===== src/hdl/ert_pkg.sv =====
// Shared types and codes for the expense record tokenizer.
// Used by ert_parser and expense_record_tokenizer; depends on nothing.
package ert_pkg;

  // Fixed width of the token length field.
  localparam int unsigned LenWidth = 32;

  // Number of result slots one input beat can fill.
  localparam int unsigned MaxResults = 3;

  typedef enum logic [1:0] {
    EV_TOKEN     = 2'd0,
    EV_PARSE_ERR = 2'd1,
    EV_UNEXP_END = 2'd2,
    EV_FINISHED  = 2'd3
  } event_e;

  typedef enum logic [3:0] {
    SUBJ_AMOUNT  = 4'd0,
    SUBJ_YEAR    = 4'd1,
    SUBJ_MONTH   = 4'd2,
    SUBJ_DAY     = 4'd3,
    SUBJ_PERSON  = 4'd4,
    SUBJ_SHOP    = 4'd5,
    SUBJ_TAG     = 4'd6,
    SUBJ_NOTE    = 4'd7,
    SUBJ_SPACES  = 4'd8,
    SUBJ_DASH1   = 4'd9,
    SUBJ_DASH2   = 4'd10,
    SUBJ_TAGS    = 4'd11
  } subject_e;

  // Control part of one result; positions come from the token or cursor snapshot.
  typedef struct packed {
    event_e   ev;
    subject_e subj;
    logic     rend;
    logic     use_tok;
  } res_ctrl_t;

  // All results caused by one input beat.
  typedef struct packed {
    logic [1:0]                 cnt;
    res_ctrl_t [MaxResults-1:0] slot;
  } bundle_t;

endpackage


===== src/hdl/expense_record_tokenizer.sv =====
// Expense record tokenizer top level: input handshake and result buffer.
// Depends on ert_pkg and ert_parser.
//
// Usage: the input channel carries one beat per text byte (kind_i = 0) or an
// end-of-data marker (kind_i = 1). The parser updates its state in the cycle a
// beat is accepted and loads every result of that beat (zero to three) into
// the result buffer, which shows them on the output channel one per cycle
// from the next cycle on; last_o marks the final result of a beat.
// Throughput: one input beat per cycle while each beat yields at most one
// result and out_stall_i is low; a beat with more results holds off the input
// until the buffer's final result leaves, and the next beat is taken in that cycle.
// Beats that yield no result pass without using the buffer.
// Stall: while out_stall_i is high the current result holds and in_stall_o is
// raised once the buffer has nothing more to free up.
// Reset: the parser returns to the start of a record at offset 0, line 1,
// column 1 and the buffer empties. After an error or the end of data the
// parser halts and accepts further beats without results until reset.
module expense_record_tokenizer #(
  parameter int unsigned OFFSET_WIDTH = 32,
  parameter int unsigned LINE_WIDTH   = 20,
  parameter int unsigned COL_WIDTH    = 16
) (
  input  logic                         clk_i,
  input  logic                         rst_ni,
  input  logic                         in_valid_i,
  output logic                         in_stall_o,
  input  logic                         kind_i,
  input  logic [7:0]                   data_byte_i,
  output logic                         out_valid_o,
  input  logic                         out_stall_i,
  output logic [1:0]                   event_res_o,
  output logic [3:0]                   subject_o,
  output logic [OFFSET_WIDTH-1:0]      start_offset_o,
  output logic [ert_pkg::LenWidth-1:0] token_length_o,
  output logic [LINE_WIDTH-1:0]        start_line_o,
  output logic [COL_WIDTH-1:0]         start_col_o,
  output logic                         record_end_o,
  output logic                         last_o
);

  ert_pkg::bundle_t             bundle;
  logic [OFFSET_WIDTH-1:0]      tok_off, cur_off;
  logic [ert_pkg::LenWidth-1:0] tok_len;
  logic [LINE_WIDTH-1:0]        tok_line, cur_line;
  logic [COL_WIDTH-1:0]         tok_col, cur_col;
  logic                         in_acc, out_acc, load;

  ert_pkg::res_ctrl_t [ert_pkg::MaxResults-1:0] slot_q;
  ert_pkg::res_ctrl_t           sel;
  logic [1:0]                   cnt_q, cnt_d;
  logic [1:0]                   idx_q, idx_d;
  logic [OFFSET_WIDTH-1:0]      tok_off_q, cur_off_q;
  logic [ert_pkg::LenWidth-1:0] tok_len_q;
  logic [LINE_WIDTH-1:0]        tok_line_q, cur_line_q;
  logic [COL_WIDTH-1:0]         tok_col_q, cur_col_q;

  // Input is taken once the buffer is empty or hands over its final result.
  assign in_stall_o = (cnt_q > 2'd1) || ((cnt_q == 2'd1) && out_stall_i);
  assign in_acc     = in_valid_i && !in_stall_o;
  assign out_acc    = out_valid_o && !out_stall_i;
  assign load       = in_acc && (bundle.cnt != 2'd0);

  ert_parser #(
    .OFFSET_WIDTH(OFFSET_WIDTH),
    .LINE_WIDTH  (LINE_WIDTH),
    .COL_WIDTH   (COL_WIDTH)
  ) u_parser (
    .clk_i      (clk_i),
    .rst_ni     (rst_ni),
    .step_i     (in_acc),
    .kind_i     (kind_i),
    .data_byte_i(data_byte_i),
    .bundle_o   (bundle),
    .tok_off_o  (tok_off),
    .tok_len_o  (tok_len),
    .tok_line_o (tok_line),
    .tok_col_o  (tok_col),
    .cur_off_o  (cur_off),
    .cur_line_o (cur_line),
    .cur_col_o  (cur_col)
  );

  // Buffer occupancy and read pointer.
  always_comb begin
    cnt_d = cnt_q;
    idx_d = idx_q;
    if (load) begin
      cnt_d = bundle.cnt;
      idx_d = 2'd0;
    end else if (out_acc) begin
      cnt_d = cnt_q - 2'd1;
      idx_d = idx_q + 2'd1;
    end
  end

  always_ff @(posedge clk_i or negedge rst_ni) begin
    if (!rst_ni) begin
      cnt_q <= 2'd0;
      idx_q <= 2'd0;
    end else begin
      cnt_q <= cnt_d;
      idx_q <= idx_d;
    end
  end

  // Result payload, loaded with the whole bundle of one beat.
  always_ff @(posedge clk_i) begin
    if (load) begin
      slot_q     <= bundle.slot;
      tok_off_q  <= tok_off;
      tok_len_q  <= tok_len;
      tok_line_q <= tok_line;
      tok_col_q  <= tok_col;
      cur_off_q  <= cur_off;
      cur_line_q <= cur_line;
      cur_col_q  <= cur_col;
    end
  end

  // Output selection for the result at the read pointer.
  assign sel            = slot_q[idx_q];
  assign out_valid_o    = (cnt_q != 2'd0);
  assign event_res_o    = sel.ev;
  assign subject_o      = sel.subj;
  assign record_end_o   = sel.rend;
  assign last_o         = (cnt_q == 2'd1);
  assign start_offset_o = sel.use_tok ? tok_off_q : cur_off_q;
  assign token_length_o = sel.use_tok ? tok_len_q : '0;
  assign start_line_o   = sel.use_tok ? tok_line_q : cur_line_q;
  assign start_col_o    = sel.use_tok ? tok_col_q : cur_col_q;

  // The read pointer never runs past the loaded results.
  assert property (@(posedge clk_i) disable iff (!rst_ni)
    out_valid_o |-> ({1'b0, idx_q} + {1'b0, cnt_q} <= 3'd3))
    else $error("result buffer pointer beyond loaded results");

  // Only note tokens close a record.
  assert property (@(posedge clk_i) disable iff (!rst_ni)
    out_valid_o && record_end_o |->
      (subject_o == ert_pkg::SUBJ_NOTE) && (event_res_o == ert_pkg::EV_TOKEN))
    else $error("record end on a result that is not a note token");

  // Errors and the finish event are always the final result of their beat.
  assert property (@(posedge clk_i) disable iff (!rst_ni)
    out_valid_o && (event_res_o != ert_pkg::EV_TOKEN) |-> last_o)
    else $error("error or finish event followed by more results");

  // Handing over the final result without a new load empties the buffer.
  assert property (@(posedge clk_i) disable iff (!rst_ni)
    out_acc && last_o && !load |=> !out_valid_o)
    else $error("result buffer not empty after its final result");

endmodule


===== src/hdl/ert_parser.sv =====
// Record parser state machine with position and token counters.
// Depends on ert_pkg; produces the result bundle for each accepted beat.
module ert_parser #(
  parameter int unsigned OFFSET_WIDTH = 32,
  parameter int unsigned LINE_WIDTH   = 20,
  parameter int unsigned COL_WIDTH    = 16
) (
  input  logic                           clk_i,
  input  logic                           rst_ni,
  input  logic                           step_i,
  input  logic                           kind_i,
  input  logic [7:0]                     data_byte_i,
  output ert_pkg::bundle_t               bundle_o,
  output logic [OFFSET_WIDTH-1:0]        tok_off_o,
  output logic [ert_pkg::LenWidth-1:0]   tok_len_o,
  output logic [LINE_WIDTH-1:0]          tok_line_o,
  output logic [COL_WIDTH-1:0]           tok_col_o,
  output logic [OFFSET_WIDTH-1:0]        cur_off_o,
  output logic [LINE_WIDTH-1:0]          cur_line_o,
  output logic [COL_WIDTH-1:0]           cur_col_o
);

  typedef enum logic [21:0] {
    PH_SKIP0        = 22'h000001,
    PH_AMT_INT      = 22'h000002,
    PH_AMT_DOT      = 22'h000004,
    PH_FRAC1        = 22'h000008,
    PH_FRAC2        = 22'h000010,
    PH_SKIP1        = 22'h000020,
    PH_YEAR         = 22'h000040,
    PH_DASH1        = 22'h000080,
    PH_MONTH_START  = 22'h000100,
    PH_MONTH        = 22'h000200,
    PH_DASH2        = 22'h000400,
    PH_DAY_START    = 22'h000800,
    PH_DAY          = 22'h001000,
    PH_AFTER_DAY    = 22'h002000,
    PH_SKIP_PERSON  = 22'h004000,
    PH_PERSON       = 22'h008000,
    PH_SKIP_SHOP    = 22'h010000,
    PH_SHOP         = 22'h020000,
    PH_TAG_START    = 22'h040000,
    PH_TAG          = 22'h080000,
    PH_NOTE_SKIP    = 22'h100000,
    PH_NOTE         = 22'h200000
  } phase_e;

  localparam logic [7:0] ChDot   = 8'h2E;
  localparam logic [7:0] ChDash  = 8'h2D;
  localparam logic [7:0] ChComma = 8'h2C;
  localparam logic [7:0] ChNl    = 8'h0A;
  localparam logic [2:0] YearDigits = 3'd4;
  localparam logic [2:0] PairDigits = 3'd2;

  // A result that reports the current token.
  function automatic ert_pkg::res_ctrl_t tok_res(ert_pkg::subject_e subj, logic rend);
    ert_pkg::res_ctrl_t r;
    r.ev      = ert_pkg::EV_TOKEN;
    r.subj    = subj;
    r.rend    = rend;
    r.use_tok = 1'b1;
    return r;
  endfunction

  // A result that reports the cursor position with zero length.
  function automatic ert_pkg::res_ctrl_t cur_res(ert_pkg::event_e ev,
                                                 ert_pkg::subject_e subj, logic rend);
    ert_pkg::res_ctrl_t r;
    r.ev      = ev;
    r.subj    = subj;
    r.rend    = rend;
    r.use_tok = 1'b0;
    return r;
  endfunction

  phase_e                      phase_q, phase_d;
  logic [2:0]                  dcnt_q, dcnt_d;
  logic                        tag_seen_q, tag_seen_d;
  logic                        halted_q, halted_d;
  logic [OFFSET_WIDTH-1:0]     ofs_q, ofs_d;
  logic [LINE_WIDTH-1:0]       line_q, line_d;
  logic [COL_WIDTH-1:0]        col_q, col_d;
  logic [OFFSET_WIDTH-1:0]     tofs_q, tofs_d;
  logic [LINE_WIDTH-1:0]       tline_q, tline_d;
  logic [COL_WIDTH-1:0]        tcol_q, tcol_d;
  logic [ert_pkg::LenWidth-1:0] tcnt_q, tcnt_d;

  logic eof, sp, dg, is_nl, is_dot, is_dash, is_comma;
  logic tok_start, tok_grow, halt_now;
  logic [2:0] dcnt_inc;
  ert_pkg::bundle_t bd;

  // Byte classes.
  assign eof      = kind_i;
  assign sp       = (data_byte_i == 8'd32) || (data_byte_i >= 8'd9 && data_byte_i <= 8'd13);
  assign dg       = (data_byte_i >= 8'h30) && (data_byte_i <= 8'h39);
  assign is_nl    = (data_byte_i == ChNl);
  assign is_dot   = (data_byte_i == ChDot);
  assign is_dash  = (data_byte_i == ChDash);
  assign is_comma = (data_byte_i == ChComma);
  assign dcnt_inc = dcnt_q + 3'd1;

  // Phase transitions and result selection for one beat.
  always_comb begin
    bd         = '0;
    phase_d    = phase_q;
    dcnt_d     = dcnt_q;
    tag_seen_d = tag_seen_q;
    tok_start  = 1'b0;
    tok_grow   = 1'b0;
    halt_now   = 1'b0;
    if (!halted_q) begin
      unique case (phase_q)
        PH_SKIP0: begin
          if (eof) begin
            bd.slot[bd.cnt] = cur_res(ert_pkg::EV_FINISHED, ert_pkg::SUBJ_AMOUNT, 1'b0);
            bd.cnt = bd.cnt + 2'd1;
            halt_now = 1'b1;
          end else if (!sp) begin
            tok_start = 1'b1;
            if (dg) begin
              phase_d = PH_AMT_INT;
            end else begin
              bd.slot[bd.cnt] = cur_res(ert_pkg::EV_PARSE_ERR, ert_pkg::SUBJ_AMOUNT, 1'b0);
              bd.cnt = bd.cnt + 2'd1;
              halt_now = 1'b1;
            end
          end
        end
        PH_AMT_INT: begin
          if (eof) begin
            bd.slot[bd.cnt] = cur_res(ert_pkg::EV_UNEXP_END, ert_pkg::SUBJ_AMOUNT, 1'b0);
            bd.cnt = bd.cnt + 2'd1;
            halt_now = 1'b1;
          end else if (dg) begin
            tok_grow = 1'b1;
          end else if (is_dot) begin
            tok_grow = 1'b1;
            phase_d  = PH_AMT_DOT;
          end else if (sp) begin
            bd.slot[bd.cnt] = tok_res(ert_pkg::SUBJ_AMOUNT, 1'b0);
            bd.cnt = bd.cnt + 2'd1;
            phase_d = PH_SKIP1;
          end else begin
            bd.slot[bd.cnt] = cur_res(ert_pkg::EV_PARSE_ERR, ert_pkg::SUBJ_SPACES, 1'b0);
            bd.cnt = bd.cnt + 2'd1;
            halt_now = 1'b1;
          end
        end
        PH_AMT_DOT: begin
          if (eof) begin
            bd.slot[bd.cnt] = cur_res(ert_pkg::EV_UNEXP_END, ert_pkg::SUBJ_AMOUNT, 1'b0);
            bd.cnt = bd.cnt + 2'd1;
            halt_now = 1'b1;
          end else if (dg) begin
            tok_grow = 1'b1;
            phase_d  = PH_FRAC1;
          end else begin
            bd.slot[bd.cnt] = cur_res(ert_pkg::EV_PARSE_ERR, ert_pkg::SUBJ_AMOUNT, 1'b0);
            bd.cnt = bd.cnt + 2'd1;
            halt_now = 1'b1;
          end
        end
        PH_FRAC1: begin
          if (eof) begin
            bd.slot[bd.cnt] = cur_res(ert_pkg::EV_UNEXP_END, ert_pkg::SUBJ_AMOUNT, 1'b0);
            bd.cnt = bd.cnt + 2'd1;
            halt_now = 1'b1;
          end else if (dg) begin
            tok_grow = 1'b1;
            phase_d  = PH_FRAC2;
          end else if (sp) begin
            bd.slot[bd.cnt] = tok_res(ert_pkg::SUBJ_AMOUNT, 1'b0);
            bd.cnt = bd.cnt + 2'd1;
            phase_d = PH_SKIP1;
          end else begin
            bd.slot[bd.cnt] = cur_res(ert_pkg::EV_PARSE_ERR, ert_pkg::SUBJ_SPACES, 1'b0);
            bd.cnt = bd.cnt + 2'd1;
            halt_now = 1'b1;
          end
        end
        PH_FRAC2: begin
          if (eof) begin
            bd.slot[bd.cnt] = cur_res(ert_pkg::EV_UNEXP_END, ert_pkg::SUBJ_SPACES, 1'b0);
            bd.cnt = bd.cnt + 2'd1;
            halt_now = 1'b1;
          end else if (sp) begin
            bd.slot[bd.cnt] = tok_res(ert_pkg::SUBJ_AMOUNT, 1'b0);
            bd.cnt = bd.cnt + 2'd1;
            phase_d = PH_SKIP1;
          end else begin
            bd.slot[bd.cnt] = cur_res(ert_pkg::EV_PARSE_ERR, ert_pkg::SUBJ_SPACES, 1'b0);
            bd.cnt = bd.cnt + 2'd1;
            halt_now = 1'b1;
          end
        end
        PH_SKIP1, PH_MONTH_START, PH_DAY_START: begin
          // First digit of a date part; the gap before the year may hold spaces.
          if (phase_q == PH_SKIP1 && !eof && sp) begin
            phase_d = PH_SKIP1;
          end else if (eof) begin
            bd.slot[bd.cnt] = cur_res(ert_pkg::EV_UNEXP_END,
                                      (phase_q == PH_SKIP1) ? ert_pkg::SUBJ_YEAR :
                                      (phase_q == PH_MONTH_START) ? ert_pkg::SUBJ_MONTH :
                                      ert_pkg::SUBJ_DAY, 1'b0);
            bd.cnt = bd.cnt + 2'd1;
            halt_now = 1'b1;
          end else if (dg) begin
            tok_start = 1'b1;
            dcnt_d    = 3'd1;
            phase_d   = (phase_q == PH_SKIP1) ? PH_YEAR :
                        (phase_q == PH_MONTH_START) ? PH_MONTH : PH_DAY;
          end else begin
            bd.slot[bd.cnt] = cur_res(ert_pkg::EV_PARSE_ERR,
                                      (phase_q == PH_SKIP1) ? ert_pkg::SUBJ_YEAR :
                                      (phase_q == PH_MONTH_START) ? ert_pkg::SUBJ_MONTH :
                                      ert_pkg::SUBJ_DAY, 1'b0);
            bd.cnt = bd.cnt + 2'd1;
            halt_now = 1'b1;
          end
        end
        PH_YEAR, PH_MONTH, PH_DAY: begin
          // Further digits of a date part until the part is complete.
          if (eof || !dg) begin
            bd.slot[bd.cnt] = cur_res(ert_pkg::EV_PARSE_ERR,
                                      (phase_q == PH_YEAR) ? ert_pkg::SUBJ_YEAR :
                                      (phase_q == PH_MONTH) ? ert_pkg::SUBJ_MONTH :
                                      ert_pkg::SUBJ_DAY, 1'b0);
            bd.cnt = bd.cnt + 2'd1;
            halt_now = 1'b1;
          end else begin
            tok_grow = 1'b1;
            dcnt_d   = dcnt_inc;
            if (dcnt_inc >= ((phase_q == PH_YEAR) ? YearDigits : PairDigits)) begin
              bd.slot[bd.cnt] = tok_res((phase_q == PH_YEAR) ? ert_pkg::SUBJ_YEAR :
                                        (phase_q == PH_MONTH) ? ert_pkg::SUBJ_MONTH :
                                        ert_pkg::SUBJ_DAY, 1'b0);
              bd.cnt = bd.cnt + 2'd1;
              phase_d = (phase_q == PH_YEAR) ? PH_DASH1 :
                        (phase_q == PH_MONTH) ? PH_DASH2 : PH_AFTER_DAY;
            end
          end
        end
        PH_DASH1, PH_DASH2: begin
          if (eof) begin
            bd.slot[bd.cnt] = cur_res(ert_pkg::EV_UNEXP_END,
                                      (phase_q == PH_DASH1) ? ert_pkg::SUBJ_DASH1 :
                                      ert_pkg::SUBJ_DASH2, 1'b0);
            bd.cnt = bd.cnt + 2'd1;
            halt_now = 1'b1;
          end else if (is_dash) begin
            phase_d = (phase_q == PH_DASH1) ? PH_MONTH_START : PH_DAY_START;
          end else begin
            bd.slot[bd.cnt] = cur_res(ert_pkg::EV_PARSE_ERR,
                                      (phase_q == PH_DASH1) ? ert_pkg::SUBJ_DASH1 :
                                      ert_pkg::SUBJ_DASH2, 1'b0);
            bd.cnt = bd.cnt + 2'd1;
            halt_now = 1'b1;
          end
        end
        PH_AFTER_DAY, PH_SKIP_PERSON: begin
          if (eof) begin
            bd.slot[bd.cnt] = cur_res(ert_pkg::EV_UNEXP_END,
                                      (phase_q == PH_AFTER_DAY) ? ert_pkg::SUBJ_SPACES :
                                      ert_pkg::SUBJ_PERSON, 1'b0);
            bd.cnt = bd.cnt + 2'd1;
            halt_now = 1'b1;
          end else if (sp) begin
            phase_d = PH_SKIP_PERSON;
          end else begin
            tok_start = 1'b1;
            phase_d   = PH_PERSON;
          end
        end
        PH_PERSON, PH_SHOP: begin
          // Free-form word ended by whitespace; end of data cuts it short.
          if (eof) begin
            bd.slot[bd.cnt] = tok_res((phase_q == PH_PERSON) ? ert_pkg::SUBJ_PERSON :
                                      ert_pkg::SUBJ_SHOP, 1'b0);
            bd.cnt = bd.cnt + 2'd1;
            bd.slot[bd.cnt] = cur_res(ert_pkg::EV_UNEXP_END, ert_pkg::SUBJ_SPACES, 1'b0);
            bd.cnt = bd.cnt + 2'd1;
            halt_now = 1'b1;
          end else if (sp) begin
            bd.slot[bd.cnt] = tok_res((phase_q == PH_PERSON) ? ert_pkg::SUBJ_PERSON :
                                      ert_pkg::SUBJ_SHOP, 1'b0);
            bd.cnt = bd.cnt + 2'd1;
            if (phase_q == PH_PERSON) begin
              phase_d = PH_SKIP_SHOP;
            end else begin
              tag_seen_d = 1'b0;
              phase_d    = PH_TAG_START;
            end
          end else begin
            tok_grow = 1'b1;
          end
        end
        PH_SKIP_SHOP: begin
          if (eof) begin
            bd.slot[bd.cnt] = cur_res(ert_pkg::EV_UNEXP_END, ert_pkg::SUBJ_SHOP, 1'b0);
            bd.cnt = bd.cnt + 2'd1;
            halt_now = 1'b1;
          end else if (!sp) begin
            tok_start = 1'b1;
            phase_d   = PH_SHOP;
          end
        end
        PH_TAG_START: begin
          if (eof) begin
            if (tag_seen_q) begin
              bd.slot[bd.cnt] = cur_res(ert_pkg::EV_TOKEN, ert_pkg::SUBJ_NOTE, 1'b1);
              bd.cnt = bd.cnt + 2'd1;
              bd.slot[bd.cnt] = cur_res(ert_pkg::EV_FINISHED, ert_pkg::SUBJ_AMOUNT, 1'b0);
              bd.cnt = bd.cnt + 2'd1;
            end else begin
              bd.slot[bd.cnt] = cur_res(ert_pkg::EV_PARSE_ERR, ert_pkg::SUBJ_TAGS, 1'b0);
              bd.cnt = bd.cnt + 2'd1;
            end
            halt_now = 1'b1;
          end else if (sp) begin
            if (tag_seen_q) begin
              if (is_nl) begin
                bd.slot[bd.cnt] = cur_res(ert_pkg::EV_TOKEN, ert_pkg::SUBJ_NOTE, 1'b1);
                bd.cnt = bd.cnt + 2'd1;
                phase_d = PH_SKIP0;
              end else begin
                phase_d = PH_NOTE_SKIP;
              end
            end
          end else if (is_comma) begin
            bd.slot[bd.cnt] = cur_res(ert_pkg::EV_PARSE_ERR, ert_pkg::SUBJ_TAG, 1'b0);
            bd.cnt = bd.cnt + 2'd1;
            halt_now = 1'b1;
          end else begin
            tok_start = 1'b1;
            phase_d   = PH_TAG;
          end
        end
        PH_TAG: begin
          if (eof) begin
            bd.slot[bd.cnt] = tok_res(ert_pkg::SUBJ_TAG, 1'b0);
            bd.cnt = bd.cnt + 2'd1;
            bd.slot[bd.cnt] = cur_res(ert_pkg::EV_TOKEN, ert_pkg::SUBJ_NOTE, 1'b1);
            bd.cnt = bd.cnt + 2'd1;
            bd.slot[bd.cnt] = cur_res(ert_pkg::EV_FINISHED, ert_pkg::SUBJ_AMOUNT, 1'b0);
            bd.cnt = bd.cnt + 2'd1;
            halt_now = 1'b1;
          end else if (is_comma) begin
            bd.slot[bd.cnt] = tok_res(ert_pkg::SUBJ_TAG, 1'b0);
            bd.cnt = bd.cnt + 2'd1;
            tag_seen_d = 1'b1;
            phase_d    = PH_TAG_START;
          end else if (sp) begin
            bd.slot[bd.cnt] = tok_res(ert_pkg::SUBJ_TAG, 1'b0);
            bd.cnt = bd.cnt + 2'd1;
            tag_seen_d = 1'b1;
            if (is_nl) begin
              bd.slot[bd.cnt] = cur_res(ert_pkg::EV_TOKEN, ert_pkg::SUBJ_NOTE, 1'b1);
              bd.cnt = bd.cnt + 2'd1;
              phase_d = PH_SKIP0;
            end else begin
              phase_d = PH_NOTE_SKIP;
            end
          end else begin
            tok_grow = 1'b1;
          end
        end
        PH_NOTE_SKIP: begin
          if (eof) begin
            bd.slot[bd.cnt] = cur_res(ert_pkg::EV_TOKEN, ert_pkg::SUBJ_NOTE, 1'b1);
            bd.cnt = bd.cnt + 2'd1;
            bd.slot[bd.cnt] = cur_res(ert_pkg::EV_FINISHED, ert_pkg::SUBJ_AMOUNT, 1'b0);
            bd.cnt = bd.cnt + 2'd1;
            halt_now = 1'b1;
          end else if (is_nl) begin
            bd.slot[bd.cnt] = cur_res(ert_pkg::EV_TOKEN, ert_pkg::SUBJ_NOTE, 1'b1);
            bd.cnt = bd.cnt + 2'd1;
            phase_d = PH_SKIP0;
          end else if (!sp) begin
            tok_start = 1'b1;
            phase_d   = PH_NOTE;
          end
        end
        PH_NOTE: begin
          if (eof) begin
            bd.slot[bd.cnt] = tok_res(ert_pkg::SUBJ_NOTE, 1'b1);
            bd.cnt = bd.cnt + 2'd1;
            bd.slot[bd.cnt] = cur_res(ert_pkg::EV_FINISHED, ert_pkg::SUBJ_AMOUNT, 1'b0);
            bd.cnt = bd.cnt + 2'd1;
            halt_now = 1'b1;
          end else if (is_nl) begin
            bd.slot[bd.cnt] = tok_res(ert_pkg::SUBJ_NOTE, 1'b1);
            bd.cnt = bd.cnt + 2'd1;
            phase_d = PH_SKIP0;
          end else begin
            tok_grow = 1'b1;
          end
        end
        default: begin
          phase_d = PH_SKIP0;
        end
      endcase
    end
  end

  // Token snapshot: start latches the cursor, grow counts one more byte.
  always_comb begin
    tofs_d  = tofs_q;
    tline_d = tline_q;
    tcol_d  = tcol_q;
    tcnt_d  = tcnt_q;
    if (tok_start) begin
      tofs_d  = ofs_q;
      tline_d = line_q;
      tcol_d  = col_q;
      tcnt_d  = {{(ert_pkg::LenWidth-1){1'b0}}, 1'b1};
    end else if (tok_grow && !(&tcnt_q)) begin
      tcnt_d = tcnt_q + {{(ert_pkg::LenWidth-1){1'b0}}, 1'b1};
    end
  end

  // Cursor advance on every data byte that does not halt the parser.
  always_comb begin
    halted_d = halted_q | halt_now;
    ofs_d    = ofs_q;
    line_d   = line_q;
    col_d    = col_q;
    if (!halted_d && !eof) begin
      if (!(&ofs_q)) begin
        ofs_d = ofs_q + {{(OFFSET_WIDTH-1){1'b0}}, 1'b1};
      end
      if (is_nl) begin
        col_d = {{(COL_WIDTH-1){1'b0}}, 1'b1};
        if (!(&line_q)) begin
          line_d = line_q + {{(LINE_WIDTH-1){1'b0}}, 1'b1};
        end
      end else if (!(&col_q)) begin
        col_d = col_q + {{(COL_WIDTH-1){1'b0}}, 1'b1};
      end
    end
  end

  // State registers, updated once per accepted beat.
  always_ff @(posedge clk_i or negedge rst_ni) begin
    if (!rst_ni) begin
      phase_q    <= PH_SKIP0;
      dcnt_q     <= 3'd0;
      tag_seen_q <= 1'b0;
      halted_q   <= 1'b0;
      ofs_q      <= '0;
      line_q     <= {{(LINE_WIDTH-1){1'b0}}, 1'b1};
      col_q      <= {{(COL_WIDTH-1){1'b0}}, 1'b1};
      tofs_q     <= '0;
      tline_q    <= {{(LINE_WIDTH-1){1'b0}}, 1'b1};
      tcol_q     <= {{(COL_WIDTH-1){1'b0}}, 1'b1};
      tcnt_q     <= '0;
    end else if (step_i) begin
      phase_q    <= phase_d;
      dcnt_q     <= dcnt_d;
      tag_seen_q <= tag_seen_d;
      halted_q   <= halted_d;
      ofs_q      <= ofs_d;
      line_q     <= line_d;
      col_q      <= col_d;
      tofs_q     <= tofs_d;
      tline_q    <= tline_d;
      tcol_q     <= tcol_d;
      tcnt_q     <= tcnt_d;
    end
  end

  assign bundle_o   = bd;
  assign tok_off_o  = tofs_d;
  assign tok_len_o  = tcnt_d;
  assign tok_line_o = tline_d;
  assign tok_col_o  = tcol_d;
  assign cur_off_o  = ofs_q;
  assign cur_line_o = line_q;
  assign cur_col_o  = col_q;

endmodule


===== config.mk =====
export PLATFORM = sky130hd
export DESIGN_NAME = expense_record_tokenizer
export DESIGN_NICKNAME = d
export VERILOG_FILES = /design/src/hdl/ert_pkg.sv /design/src/hdl/expense_record_tokenizer.sv /design/src/hdl/ert_parser.sv
export SDC_FILE = /design/constraint.sdc
export NUM_CORES = 1
export LEC_CHECK = 0
export BUFFER_PORTS_ARGS = -buffer_cell sky130_fd_sc_hd__buf_2
export CAP_MARGIN = 5
export CORE_ASPECT_RATIO = 1.4
export CORE_MARGIN = 4
export CORE_UTILIZATION = 55
export DETAILED_ROUTE_END_ITERATION = 8
export GPL_ROUTABILITY_DRIVEN = 0
export GPL_TIMING_DRIVEN = 0
export PLACE_DENSITY_LB_ADDON = 0.3
export SETUP_SLACK_MARGIN = 0.5
export SYNTH_ARGS = -nofsm -noshare
export SYNTH_HDL_FRONTEND = slang
export SYNTH_SLANG_ARGS = --single-unit

===== constraint.sdc =====
create_clock -name clk_i -period 5.8 [get_ports clk_i]
set_input_delay 0.29 -clock clk_i [delete_from_list [all_inputs] [get_ports clk_i]]
set_output_delay 0.29 -clock clk_i [all_outputs]
set_load 0.01 [all_outputs]

# ---- Yosys cells after proc, flatten, opt, wreduce, memory -nomap -nowiden
# Index checks and enable logic that the tools add are counted.
dict set report totals {
  register_bits 391
  in_bits 13
  output_inout_bits 110
  wordCells 352
}
dict set report classes {
  addsub 7
  order_cmp 7
  eq_ne 62
  mux 194
  n_bitwise 5
  reduce_logical 45
}
# operator count
set ops {}
lappend ops {{$mux W22} 38}
lappend ops {{$pmux W22 S15} 1}
lappend ops {{$mux W8} 27}
lappend ops {{$mux W32} 5}
lappend ops {{$pmux W8 S15} 1}
lappend ops {{$mux W16} 7}
lappend ops {{$add A32 B1 Y32 const B} 2}
lappend ops {{$reduce_and A32 Y1} 2}
lappend ops {{$mux W1} 58}
lappend ops {{$mux W7} 7}
lappend ops {{$mux W2} 21}
lappend ops {{$mux W20} 2}
lappend ops {{$ne A2 B2 Y1 const B} 20}
lappend ops {{$eq A8 B6 Y1 const B} 4}
lappend ops {{$pmux W8 S4} 1}
lappend ops {{$reduce_and A31 Y1} 1}
lappend ops {{$mux W26} 1}
lappend ops {{$pmux W2 S12} 1}
lappend ops {{$eq A22 B1 Y1 const B} 1}
lappend ops {{$eq A22 B10 Y1 const B} 1}
lappend ops {{$eq A22 B11 Y1 const B} 1}
lappend ops {{$eq A22 B12 Y1 const B} 1}
lappend ops {{$eq A22 B13 Y1 const B} 1}
lappend ops {{$eq A22 B14 Y1 const B} 1}
lappend ops {{other kinds (65)} 115}

# ---- Longest topological paths before layout
dict set report depth {
  ltp_word 13
  mapped_depth 15
  ltp_nobuf 12
}

# ---- Cells and area by module
# From an unflattened synthesis, not the netlist that was laid out.
dict set report unflattened {
  hier_cells 1838
  area_unflattened_um2 19751.4
}
# module n_inst cells_each area_per_inst_um2 seq_area_each_um2
set modules_own_cells {}
lappend modules_own_cells {ert_parser 1 1484 12537.0 4885.9}
lappend modules_own_cells {expense_record_tokenizer 1 354 7214.4 5865.6}

# ---- Worst setup path after synthesis
# Ideal clock, no wire load.
dict set report synth_path {
  kind {reg2reg}
  start {reg u_parser.phase_q[9]}
  end {reg cur_col_q[0] (enable)}
  setup_time_ns 0.466
  arrival_time_ns 5.102
  t_required_ns 5.334
  slack_ns 0.232
  path_stages_with_launch 14
  synth_period_minus_slack_ns 5.568
  cell_sequence {dfrtp_1 > buf_6 > or4_1 > buf_2 > nor4_1 > nand4_1 > ha_1 > nand2_1 > a21boi_0 > nor2_1 > a31oi_1 > nor4_1 > a31oi_1 > or2_2}
}
dict set report synth_via {
  elab_chain_len 9
  elab_cells_between_ends 40
}
# item line_no
set synth_lines {}
lappend synth_lines {{from (decl)} ert_parser.sv:76} ;# phase_e phase_q, phase_d;
lappend synth_lines {{from (signal assigned)} ert_parser.sv:458} ;# phase_q <= phase_d;
lappend synth_lines {{$eq A22 B7 Y1} {ert_parser.sv:113, ert_parser.sv:234}}
lappend synth_lines {{$mux W3} ert_parser.sv:234} ;# if (dcnt_inc >= ((phase_q == PH_YEAR) ? YearDigits : PairDigits)) begin
lappend synth_lines {{$ge A3 B3 Y1} ert_parser.sv:234}
lappend synth_lines {{$mux W1} ert_parser.sv:234}
lappend synth_lines {{$mux W2} ert_parser.sv:224} ;# if (eof || !dg) begin
lappend synth_lines {{$pmux W2 S12 *} ert_parser.sv:113} ;# unique case (phase_q)
lappend synth_lines {{$mux W26 *} ert_parser.sv:112} ;# if (!halted_q) begin
lappend synth_lines {{$reduce_bool A2 Y1 *} expense_record_tokenizer.sv:61} ;# assign load = in_acc && (bundle.cnt != 2'd0);
lappend synth_lines {{$logic_and A1 B1 Y1 *} expense_record_tokenizer.sv:61}
lappend synth_lines {{named net load} expense_record_tokenizer.sv:46} ;# logic in_acc, out_acc, load;
lappend synth_lines {{to (signal assigned)} expense_record_tokenizer.sv:116} ;# cur_col_q <= cur_col;
lappend synth_lines {{to (decl)} expense_record_tokenizer.sv:55} ;# logic [COL_WIDTH-1:0] tok_col_q, cur_col_q;
# Mark *: on every way through the listed nets, which the timed path passes. The rest lies on a longest branch.
# A chain may end at the register's enable or synchronous reset.

# ---- Worst setup path after layout
dict set report layout_path {
  start {reg u_parser.phase_q[17]}
  end {reg tok_line_q[9] (enable)}
}
dict set report layout_via {
  elab_chain_len 9
  elab_cells_between_ends 40
}
# item line_no
set layout_lines {}
lappend layout_lines {{$eq A22 B7 Y1} {ert_parser.sv:113, ert_parser.sv:234}}
lappend layout_lines {{$mux W3} ert_parser.sv:234}
lappend layout_lines {{$ge A3 B3 Y1} ert_parser.sv:234}
lappend layout_lines {{$mux W1} ert_parser.sv:234}
lappend layout_lines {{$mux W2} ert_parser.sv:224}
lappend layout_lines {{$pmux W2 S12 *} ert_parser.sv:113}
lappend layout_lines {{$mux W26 *} ert_parser.sv:112}
lappend layout_lines {{$reduce_bool A2 Y1 *} expense_record_tokenizer.sv:61}
lappend layout_lines {{$logic_and A1 B1 Y1 *} expense_record_tokenizer.sv:61}
lappend layout_lines {{named net load} expense_record_tokenizer.sv:46}
lappend layout_lines {{to (signal assigned)} expense_record_tokenizer.sv:112} ;# tok_line_q <= tok_line;
lappend layout_lines {{to (decl)} expense_record_tokenizer.sv:54} ;# logic [LINE_WIDTH-1:0] tok_line_q, cur_line_q;
# Marks and branches as above.

==> reports/metrics.cfg <==
[worst_setup_path]
reg2reg_from=u_parser.phase_q[17]
setup.worst_path.end_class=flip-flop
required_ns=6.00
critical_path.top_delay_family=simple AND/OR/NAND/NOR gates
worstPathArrival_ns=5.35
crit_chain=nor4_2, nand2_1, nor4_1, a2111o_1, nor4_1, a31o_2, a31oi_2, or2_4, buf_16, buf_16
r2r_end=tok_line_q[9]
critPathKind=flip-flop to flip-flop
slowest_stage=nor4_1
critPathMaxStageDelay_ns=1.01
start_kind=flip-flop
r2r_cells=10
r2r_slack_ns=0.65
cp.buffers_inverters=2
critPathMaxFanout=74

[sta]
relSlewSlack_pct=13.2
rsz0062_at_grt=false
setup_viol_count_final=0
tightest_slew_ns=1.29
whs_ns=0.159
min_period_over_period_pct=88.9
fmax_ghz=0.194
finalSetupTns_ns=0
hold_viol_final=0
post-route-min-period_ns=5.15
maxSlewViolCount=0
skew_ns=0.0110

[clock_tree]
clockBufferDepth=3
clkSinkCount=380
cts_root_buf=clkbuf_16
clkTransAtPathRegs_ns=0.07
numCtsBuffers=36
clk_latency_ns=0.54
htree_levels=2
cts_tree=yes

[global_routing]
grt_overflow=0
busiest_layer=met2
grt_pass1_vias=15200
grtUsageMet1_pct=30.8
grt_max_degree=123
grt_pass1_wl_mm=79.7
met3_usage_pct=4.55
grt_usage_pct=25.6
gr-usage-met2_pct=43.8
antenna_found_initial=0

[finish]
fin_area_um2=21600
area_delta_synth_final_pct=13.0
final.fill_count=2723
antenna_cells=0
layout.nets=2105
drive_gt1_share_pct=15.9
finalNonFillerCells=2562

[place]
dp_cells=2490
placed_area_um2=20400
io_buffers=120
dpl.hpwl_mm=34.2

[die]
dieArea_um2=37900
coreArea_um2=34200
die_h_um=229
io_pins=123
die_w_um=166
std_cell_rows=80
initial_core_util_pct=56.0

[routing]
remaining_drc_errors=0
wl_per_cell_um=19.4
vias_per_cell=6.04
ant_nets=0
drt-initial-drc-count=1771
dr.pass1.iters=8
wl_mm=49.8
vias=15500

[synthesis]
yosysTopAreaCell=edfxtp_1
synth_seq_cells=380
syn-instance-count=1916
synthFlopType=dfrtp_1
synth.avg_cell_area_um2=10.0
synth_warnings=0
yosys.area.top_type_share_pct=28.4
netlist_top_cells_area=edfxtp_1 (28%), dfrtp_1 (25%), nand2_1 (9.6%)
synth-async-reset-ratio_pct=52.4
syn_nets=1938
seq_area_frac_synth_pct=54.4
synth_cell_types=86
synth_edf_count=181
syn_area_um2=19200

[run_status]
outcome=finished, final reports clean

[hold_path]
hold-path-endpoint=idx_q[0]
hold_class=input port to flip-flop
min_from=out_stall_i
whs_path_depth=4

[power]
power_density_nw_per_um2=301
leakagePower_uw=0.00925
peakVddDrop_uv=238
p_total_uw=6520

[job]
drv_cap=0

tightest hold or removal path, cell delays in order:
cell and delay, ns:
buf_2 0.09, nor2_1 0.09, xnor2_1 0.15, nor2_1 0.04
synthesized netlist by cell type, types with 8 or more instances:
cell type and number:
nand2_1 489, dfrtp_1 194, edfxtp_1 181, nor2_1 111, mux2_2 73, nand3_1 71, clkbuf_1 65, xor2_1 56
o21ai_0 54, nor3_1 49, a21oi_1 46, and3_1 43, xnor2_1 42, and2_1 41, nand4_1 38, nor4_1 27
o31ai_1 27, a31oi_1 26, buf_2 25, nand2b_1 20, inv_1 15, or2_2 12, and4_1 11, nor2b_1 11
nor4b_1 11, or3_1 11, o2bb2ai_1 10, or4_1 10, buf_1 9, ha_1 9, nor4_2 8, o22ai_1 8
through the flow:
step | setup slack [ns] | util, %
2_1_floorplan | 1.14 | -
3_3_place_gp | -0.223 | 59.4
3_5_place_dp | 0.187 | 59.6
4_1_cts | 0.754 | 63.2
5_1_grt | 0.577 | 63.2
6_report | 0.647 | 63.2
cells by family after synthesis:
kind of cell    synth area share, %
mux                            4.60
flops                          54.4
buf+inv                        2.68
fa+ha+maj                     0.588
simple gates                   24.9
xor+xnor                       4.48
compound gates                 8.33
state kept, by name, summed over array words and instances, names as in the netlist, 16 cells and up:
name	count
cur_off_q	32
tok_col_q	16
u_parser.tcnt_q	32
u_parser.tcol_q	16
u_parser.tline_q	20
cur_col_q	16
u_parser.tofs_q	32
cur_line_q	20
tok_len_q	32
tok_off_q	32
u_parser.cur_line_o	20
tok_line_q	20
u_parser.cur_col_o	16
u_parser.phase_q	22
u_parser.cur_off_o	32
timing repair:
action | in CTS | in global routing
hold buffers | 1 | 0
gates cloned | 2 | 0
endpoints found under the setup margin | 74 | 74
pin swaps | 2 | 1
buffers inserted | 1 | 1
resized for setup | 1 | 0
endpoints found under the hold margin | 77 | 0
placed cells by master (no fill, tap or decap), drive strengths merged, types with 10 or more instances in the layout:
cell type    n
o21ai       60
buf        164
clkbuf     118
inv         16
nand3       73
or4         11
nor4b       11
mux2        73
nand2b      20
or3         12
a21oi       46
and4        11
clkinv      13
nor3        52
xor2        56
and3        43
dfrtp      194
or2         15
nor2       113
nand2      490
nor2b       11
xnor2       42
and2        42
nor4        36
nand4       38
o2bb2ai     10
o31ai       29
a31oi       27
edfxtp     181
worst max-delay path by stage:
stage	startpoint	endpoint	cells past startpoint
after global placement	u_parser.phase_q[9]	tok_line_q[17]	13
after detailed placement	u_parser.phase_q[8]	tok_line_q[11]	15
after CTS	u_parser.phase_q[8]	tok_line_q[9]	15
final	u_parser.phase_q[17]	tok_line_q[9]	10
after floorplan	u_parser.phase_q[9]	cur_col_q[0]	13
after global routing	u_parser.phase_q[3]	cur_line_q[11]	15
layout make-up:
type / count / area (µm²) / share of cell area (%)
Clock inverter: 15 / 120 / 0.555
Buffer: 105 / 457 / 2.11
Timing Repair Buffer: 127 / 723 / 3.34
Inverter: 15 / 56.3 / 0.260
Clock buffer: 51 / 1050 / 4.86
Tap cell: 451 / 564 / 2.61
Multi-Input combinational cell: 1418 / 8250 / 38.1
Sequential cell: 380 / 10400 / 48.2
report_power, final:
part | leakage [µW] | switching [µW] | total, µW | internal (µW)
Combinational | 0.00434 | 777 | 1230 | 451
Clock | 0.000581 | 1020 | 2350 | 1320
Sequential | 0.00432 | 60.0 | 2940 | 2880
per-layer routing:
metal  wire (µm)  share of wire (%)  vias to the layer above
met2       24600                 49                      678
li1            -                  -                     7128
met1       18500                 37                     7415
met5           0                  0                        -
met3        3480                7.0                      254
met4        3150                6.3                        0
(Power assumes the default switching activity.)
